===== src/rtl/core/dsdf_pkg.sv =====
`timescale 1ns / 1ps
`default_nettype none
// ----------------------------------------------------------------------------
// dsdf_pkg
// Shared widths, constants and segment tables of the decimal display formatter.
// ----------------------------------------------------------------------------
package dsdf_pkg;

    localparam int NUM_DIGITS_DEF = 6;

    localparam int VALUE_W = 20;
    localparam int POS_W   = 3;
    localparam int SEG_W   = 8;
    localparam int DP_W    = 3;
    localparam int DIGIT_W = 4;

    localparam int APB_ADDR_W = 3;
    localparam int APB_DATA_W = 32;

    localparam logic REG_DECIMAL_POINT = 1'b0;

    // floor(x / 10) == (x * RECIP10) >> RECIP10_SHIFT for every 20-bit x
    localparam int PROD_W        = 40;
    localparam logic [PROD_W-1:0] RECIP10 = 40'd838861;
    localparam int RECIP10_SHIFT = 23;
    localparam int QUOT_PROD_W   = PROD_W - RECIP10_SHIFT;

    function automatic logic [SEG_W-1:0] seg_first(input logic [DIGIT_W-1:0] d);
        logic [SEG_W-1:0] s;
        unique case (d)
            4'd0:    s = 8'hFC;
            4'd1:    s = 8'h60;
            4'd2:    s = 8'hDB;
            4'd3:    s = 8'hF3;
            4'd4:    s = 8'h67;
            4'd5:    s = 8'hB7;
            4'd6:    s = 8'hBF;
            4'd7:    s = 8'hE4;
            4'd8:    s = 8'hFF;
            4'd9:    s = 8'hF7;
            default: s = 8'h00;
        endcase
        return s;
    endfunction

    function automatic logic [SEG_W-1:0] seg_second(input logic [DIGIT_W-1:0] d);
        logic [SEG_W-1:0] s;
        unique case (d)
            4'd0:    s = 8'h28;
            4'd1:    s = 8'h20;
            default: s = 8'h00;
        endcase
        return s;
    endfunction

endpackage
`default_nettype wire


===== src/rtl/core/dsdf_serializer.sv =====
`timescale 1ns / 1ps
`default_nettype none
// ----------------------------------------------------------------------------
// dsdf_serializer
// Turns one converted request into position writes: blank positions from the
// top down, then digit positions from zero up, through a registered output.
// ----------------------------------------------------------------------------
module dsdf_serializer #(
    parameter int NUM_DIGITS = dsdf_pkg::NUM_DIGITS_DEF
) (
    input  wire logic                                        clk,
    input  wire logic                                        rst_n,
    input  wire logic                                        load_valid,
    output logic                                             load_ready,
    input  wire logic [NUM_DIGITS*dsdf_pkg::DIGIT_W-1:0]     load_digits,
    input  wire logic [$clog2(NUM_DIGITS+1)-1:0]             load_count,
    input  wire logic                                        load_overflow,
    input  wire logic [dsdf_pkg::DP_W-1:0]                   decimal_point,
    output logic                                             out_valid,
    input  wire logic                                        out_stall,
    output logic [dsdf_pkg::POS_W-1:0]                       position,
    output logic [dsdf_pkg::SEG_W-1:0]                       segment_low,
    output logic [dsdf_pkg::SEG_W-1:0]                       segment_high,
    output logic                                             blank,
    output logic                                             overflow,
    output logic                                             last
);
    import dsdf_pkg::*;

    localparam int KW = $clog2(NUM_DIGITS + 1);

    logic                           busy_reg;
    logic [KW-1:0]                  step_reg;
    logic [KW-1:0]                  nblank_reg;
    logic [KW-1:0]                  dp_reg;
    logic                           ovf_reg;
    logic [NUM_DIGITS*DIGIT_W-1:0]  digits_reg;
    logic                           out_valid_reg;
    logic [POS_W-1:0]               position_reg;
    logic [SEG_W-1:0]               seg_low_reg;
    logic [SEG_W-1:0]               seg_high_reg;
    logic                           blank_reg;
    logic                           overflow_reg;
    logic                           last_reg;

    logic                           can_emit;
    logic                           emit;
    logic                           last_step;
    logic                           load;
    logic                           dp_ok;
    logic [KW-1:0]                  dp_next;
    logic [KW-1:0]                  ndig;
    logic [KW-1:0]                  nblank_next;
    logic                           in_blank;
    logic [KW-1:0]                  digit_pos;
    logic [DIGIT_W-1:0]             cur_digit;
    logic                           point;

    always_comb
    begin
        can_emit    = !out_valid_reg || !out_stall;
        emit        = busy_reg && can_emit;
        last_step   = (step_reg == KW'(NUM_DIGITS - 1));
        load_ready  = !busy_reg || (emit && last_step);
        load        = load_valid && load_ready;
        dp_ok       = int'(decimal_point) <= (NUM_DIGITS - 1);
        dp_next     = dp_ok ? KW'(decimal_point) : '0;
        ndig        = (dp_next >= load_count) ? (dp_next + KW'(1)) : load_count;
        nblank_next = KW'(NUM_DIGITS) - ndig;
        in_blank    = step_reg < nblank_reg;
        digit_pos   = step_reg - nblank_reg;
        cur_digit   = digits_reg[DIGIT_W-1:0];
        point       = (digit_pos == dp_reg) && (digit_pos != '0);
    end

    always_ff @(posedge clk or negedge rst_n)
    begin
        if (!rst_n)
        begin
            busy_reg      <= 1'b0;
            step_reg      <= '0;
            out_valid_reg <= 1'b0;
        end
        else
        begin
            if (can_emit)
            begin
                out_valid_reg <= busy_reg;
            end
            if (load)
            begin
                busy_reg <= 1'b1;
                step_reg <= '0;
            end
            else if (emit)
            begin
                busy_reg <= !last_step;
                step_reg <= step_reg + KW'(1);
            end
        end
    end

    always_ff @(posedge clk)
    begin
        if (load)
        begin
            nblank_reg <= nblank_next;
            dp_reg     <= dp_next;
            ovf_reg    <= load_overflow;
            digits_reg <= load_digits;
        end
        else if (emit && !in_blank)
        begin
            digits_reg <= digits_reg >> DIGIT_W;
        end
        if (emit)
        begin
            overflow_reg <= ovf_reg;
            last_reg     <= last_step;
            blank_reg    <= in_blank;
            if (in_blank)
            begin
                position_reg <= POS_W'(NUM_DIGITS - 1) - POS_W'(step_reg);
                seg_low_reg  <= '0;
                seg_high_reg <= '0;
            end
            else
            begin
                position_reg <= POS_W'(digit_pos);
                seg_low_reg  <= seg_first(cur_digit);
                seg_high_reg <= seg_second(cur_digit) | SEG_W'(point);
            end
        end
    end

    assign out_valid    = out_valid_reg;
    assign position     = position_reg;
    assign segment_low  = seg_low_reg;
    assign segment_high = seg_high_reg;
    assign blank        = blank_reg;
    assign overflow     = overflow_reg;
    assign last         = last_reg;

endmodule
`default_nettype wire


===== config.mk =====
export PLATFORM = sky130hd
export DESIGN_NAME = dsdf_serializer
export DESIGN_NICKNAME = d
export VERILOG_FILES = /design/src/rtl/core/dsdf_pkg.sv /design/src/rtl/core/dsdf_serializer.sv
export SDC_FILE = /design/constraint.sdc
export NUM_CORES = 1
export LEC_CHECK = 0
export BUFFER_PORTS_ARGS = -buffer_cell sky130_fd_sc_hd__buf_2
export CAP_MARGIN = 15
export CORE_ASPECT_RATIO = 1.4
export CORE_MARGIN = 2
export CORE_UTILIZATION = 40
export CTS_CLUSTER_SIZE = 8
export DETAILED_ROUTE_END_ITERATION = 16
export PLACE_DENSITY = 0.69
export SLEW_MARGIN = 30
export SYNTH_ARGS = -nofsm -noshare
export SYNTH_HDL_FRONTEND = slang
export SYNTH_SLANG_ARGS = --single-unit

===== constraint.sdc =====
create_clock -name clk -period 4.9 [get_ports clk]
set_input_delay 0 -clock clk [delete_from_list [all_inputs] [get_ports clk]]
set_output_delay 0 -clock clk [all_outputs]
set_load 0.005 [all_outputs]

; After elaboration in Yosys (flattened, before gate mapping)
; Memories as Yosys holds them, arrays and structs flattened. A register that Yosys moved wholly into a read port is not among the register bits.
; Cells that the tools add are included.
[totals]
ff_bits = 50
latchBits = 0
ram_bits = 0
romBits = 128
inputBits = 35
out_inout_bits = 24
elab_cells = 53
n_memories = 1
[op_classes]
n_addsub = 5
mul = 0
div_mod_pow = 0
order_cmp = 3
n_eq_ne = 3
shift = 0
mux = 12
bitwise_logic = 1
reduce_logical = 16
[mem_list]
columns = memory, depth, width, rd, rd_clocked_by_memory_dff, write_ports, line_no
row1 = (name not given), 16, 8, 1, 1, 0, dsdf_pkg.sv:30  ; unique case (d)
[op_table]
columns = cell, count
row1 = $mux 24, 2
row2 = $mux 8, 2
row3 = $mux 3, 5
row4 = $pmux 6 s2, 1
row5 = $or 8x1->8, 1
row6 = $add 3x1->3 const B, 2
row7 = $sub 3x3->3 const A, 2
row8 = $logic_and 1x1->1, 5
row9 = $logic_not 1->1, 5
row10 = $eq 4x1->1 const B, 1
row11 = $logic_not 4->1, 1
row12 = $reduce_bool 2->1, 2
row13 = $eq 3x3->1, 1
row14 = $eq 3x3->1 const B, 1
row15 = $ge 3x3->1, 1
row16 = $le 3x3->1 const B, 1
row17 = $lt 3x3->1, 1
row18 = $reduce_bool 3->1, 1
row19 = $sub 3x3->3, 1
row20 = $logic_or 1x1->1, 2
row21 = $mux 1, 2

; Logic depth before layout (Yosys ltp)
[depth]
depth_word = 7
ltp_mapped = 9
depth_no_buf = 9

; Least setup slack after synthesis
; OpenSTA, ideal clock, no wires.
[synth_path]
path_type = register to register
startpoint = register step_reg[1]
endpoint = register digits_reg[0], enable pin
setup_time_ps = 410
arrival_ps = 2312
t_required_ps = 4490
path_slack_ps = 2178
stages_incl_launch_ff = 6
path_buffers = 1
synth_period_minus_slack_ps = 2722
path_cell_list = dfrtp_1 > ha_1 > a21o_1 > a21oi_1 > buf_2 > o21bai_1
[synth_between]
elab_cells_between_ends = 8
cone_classes = 1 x order compare / 1 x eq/ne / 6 x reduce/logical
[synth_lines]
columns = item, line_no
row1 = "start, declared", dsdf_serializer.sv:33  ; logic [KW-1:0] step_reg;
row2 = "start signal, assigned", dsdf_serializer.sv:98  ; step_reg <= step_reg + KW'(1);
row3 = $lt 3x3->1, dsdf_serializer.sv:70  ; in_blank = step_reg < nblank_reg;
row4 = via in_blank, dsdf_serializer.sv:54  ; logic in_blank;
row5 = $logic_not 1->1, dsdf_serializer.sv:112  ; else if (emit && !in_blank)
row6 = $logic_and 1x1->1, dsdf_serializer.sv:112
row7 = $reduce_bool 2->1 (no line), -
row8 = "end signal, assigned", dsdf_serializer.sv:110  ; digits_reg <= load_digits;
row9 = "end signal, assigned", dsdf_serializer.sv:114  ; digits_reg <= digits_reg >> DIGIT_W;
row10 = "end, declared", dsdf_serializer.sv:37  ; logic [NUM_DIGITS*DIGIT_W-1:0] digits_reg;
; The timed path passes the listed nets, and every way through them passes these cells.
; A chain may end at the register's enable or synchronous reset.

; Final worst setup path
[layout_path]
startpoint = register step_reg[1]
endpoint = register digits_reg[0], enable pin
[layout_between]
elab_chain_len = 5
elab_cells_between_ends = 8
cone_classes = 1 x order compare / 1 x eq/ne / 6 x reduce/logical
[layout_lines]
columns = item, line_no
row1 = $eq 3x3->1, dsdf_serializer.sv:63  ; last_step = (step_reg == KW'(NUM_DIGITS - 1));
row2 = via last_step, dsdf_serializer.sv:48  ; logic last_step;
row3 = $logic_and 1x1->1, dsdf_serializer.sv:64  ; load_ready = !busy_reg || (emit && last_step);
row4 = $logic_or 1x1->1, dsdf_serializer.sv:64
row5 = $logic_and 1x1->1, dsdf_serializer.sv:65  ; load = load_valid && load_ready;
row6 = $reduce_bool 2->1 (no line), -
; The timed path passes the listed nets, and every way through them passes these cells.

==> metrics <==
Critical Path RT=approximately 4.8 ns; Detailed Route WL=around 4300 um; Crit Path Class=flop to flop; Pint=between 0.001 and 0.0015 W; Main synth FF type=edfxtp_1; most common cell in the netlist=edfxtp_1; vias in the first global route=between 1500 and 2000; CP Max Fanout=30; Net Sw Frac=between 30% and 40%; cell accounting for the most synthesized area=edfxtp_1; height of the die=~100 um; CTS Buffer Depth=2; Critical Path Start Type=flop; FFs w/ async S/R, synth=approximately 9.6%; layout cell share with drive strength beyond 1=roughly a third; switching power=0.000481 W; largest cells by area after synthesis=edfxtp_1 53%, mux2_4 9.0%, ha_1 7.9%; initial antenna violation count=0; Worst Setup End Kind=flop; Worst-path clk slew=around 0.090 ns; Final min period=2.26 ns; Slew @ Worst Pin=about 0.70 ns; Initial DRT Pass Iterations=4; gr ovfl total=0; vias per cell=slightly below 5; VDD IR max=about 240 uV; top-area cell type share of the netlist area=52.6%; Post-synth top cells=47 x edfxtp_1, 17 x ha_1, 16 x mux2_4; worst skew pair latency=~0.30 ns; IO Count=between 50 and 60; first-pass GRT wire length=7110 um; # rows=35; Mapped Cells=between 150 and 200; CTS sink count=52; cts bufs inserted=5; I/O Buffers=53; Max Slew Vio Count=0; Clock power frac=approximately 18%; max-cap violations=0; CTS tree=yes; Routed Antenna Nets=0; Chip Width=between 70 and 80 um; via count=about 1600; Avg Synthesized Cell Area=roughly 14 um^2; period utilization=46.1%; Max Freq=~0.44 GHz; sequential share of power=a little under half; setup_tns=0 ns; PD cells=~490 nW/um^2; Synth cell types=39; DR WL/cell=between 10 and 15 um; nets=approximately 320; RSZ-0062 raised after global routing=no; Ant. Diodes=0; Clock Tree Root=clkbuf_8; number of flip-flops in the largest register=24; CP arrival=approximately 2.2 ns; flops & latches, synth=52; Power, Total=approximately 0.0016 W; Synth Warn #=0; first-iteration detailed-routing DRC count=57; Leak=approximately 1.4 nW; HP Class=primary input to flop; die area=roughly 7400 um^2; synthesized area=about 2700 um^2; Comb pwr share=between 30% and 40%; number of flops mapped to enable cells by yosys=47; DP HPWL=3070 um; GP Congestion=slightly below 0.8; Hold Vio Cnt, Final=0; GRT Resource Usage Total=12.4%; Initial Util=~40%; Clock Skews=approximately 0.0068 ns; fraction of the yosys area taken by sequential cells=roughly 57%; core box area=between 6000 and 7000 um^2; CTS resizes=0; Layout area overhead=21.4%; Filler cells=570; largest net degree at the start of global routing=31; DRC violations left=0; Final setup viols=0; Rel. slew slack=between 50 and 60%; status=finished clean; # H-tree levels=2
[area by class of cell]
class	instances	area [um^2]	area share, %
Sequential cell	52	1540	47.2
Clock buffer	5	68.8	2.11
Tap cell	74	92.6	2.84
Inverter	15	56.3	1.73
Clock inverter	3	42.5	1.31
Timing Repair Buffer	71	443	13.6
Multi-Input combinational cell	120	1020	31.2
[power by group through the flow]
stage	combinational, W	sequential, W	clock (W)
after floorplan	0.000410	0.000755	0
after global placement	0.000518	0.000769	0
after detailed placement	0.000542	0.000774	0
after CTS	0.000554	0.000765	0.000298
after global routing	0.000618	0.000782	0.000315
final	0.000543	0.000762	0.000290
[final timing paths]
path                            startpoint  depth (start not counted)  slack (ns)              to
hold / removal             load_digits[23]                          2       0.008  digits_reg[23]
setup / recovery               step_reg[1]                          6        2.64   digits_reg[0]
max in group asynchronous            rst_n                          2        4.73     step_reg[2]
min in group asynchronous            rst_n                          2        0.04     step_reg[0]
setup reg to reg               step_reg[1]                          6        2.64   digits_reg[0]
hold reg to reg                    ovf_reg                          0        0.43        overflow
[through the flow]
step	util [%]	setup slack, ns	hold WS, ns	instance area, um^2	std cells
after global routing	49.9	2.48	0.00172	3260	340
after CTS	49.4	2.63	0.0000716	3230	337
after floorplan	-	2.18	-0.296	2700	199
final	49.9	2.64	0.00754	3260	340
after global placement	45.5	2.50	-0.179	2970	315
after detailed placement	45.6	2.64	-0.178	2970	315
[worst max-delay path: stages (launching register included)]
cell and delay [ns]:
dfrtp_1 0.47, inv_1 0.09, ha_1 0.15, and2_4 0.15, a21o_4 0.14, and2_4 0.45
o21bai_4 0.42
[metal layers]
layer  share of wire, %  global-route usage [%]  up-vias  routed length [um]
li1                   -                       -      820                   -
met1                 39                    13.5      766                1680
met2                 54                    22.4       46                2300
met3                4.9                    3.30       10                 207
met4                1.7                    4.42        0                  72
met5                  0                       0        -                   0
[layout by cell type, fill, tap and decap left out, drive strengths merged, types with 5 or more instances in the layout]
cell type    Yosys  final
a21oi            7      7
buf             10     54
clkbuf           2      5
conb             1      5
dfrtp            5      5
dlygate4sd3      0     17
edfxtp          47     47
ha              17     17
inv             15     15
mux2            22     22
nand2           11     11
nor2            11     11
o21ai            7      7
xor2             5      5
[cell families after synthesis]
kind of cell | share of synthesized area (%)
xor+xnor | 2.29
mux | 12.2
simple gates | 8.12
flops | 57.3
buf+inv | 5.83
fa+ha+maj | 8.68
other cells | 0.140
compound gates | 5.46
[repair_timing]
action / in CTS / in global routing
hold endpoints to repair: 18 / 3
hold buffers: 14 / 3
setup buffers: 0 / 0
Power figures use the tool's default switching activity.
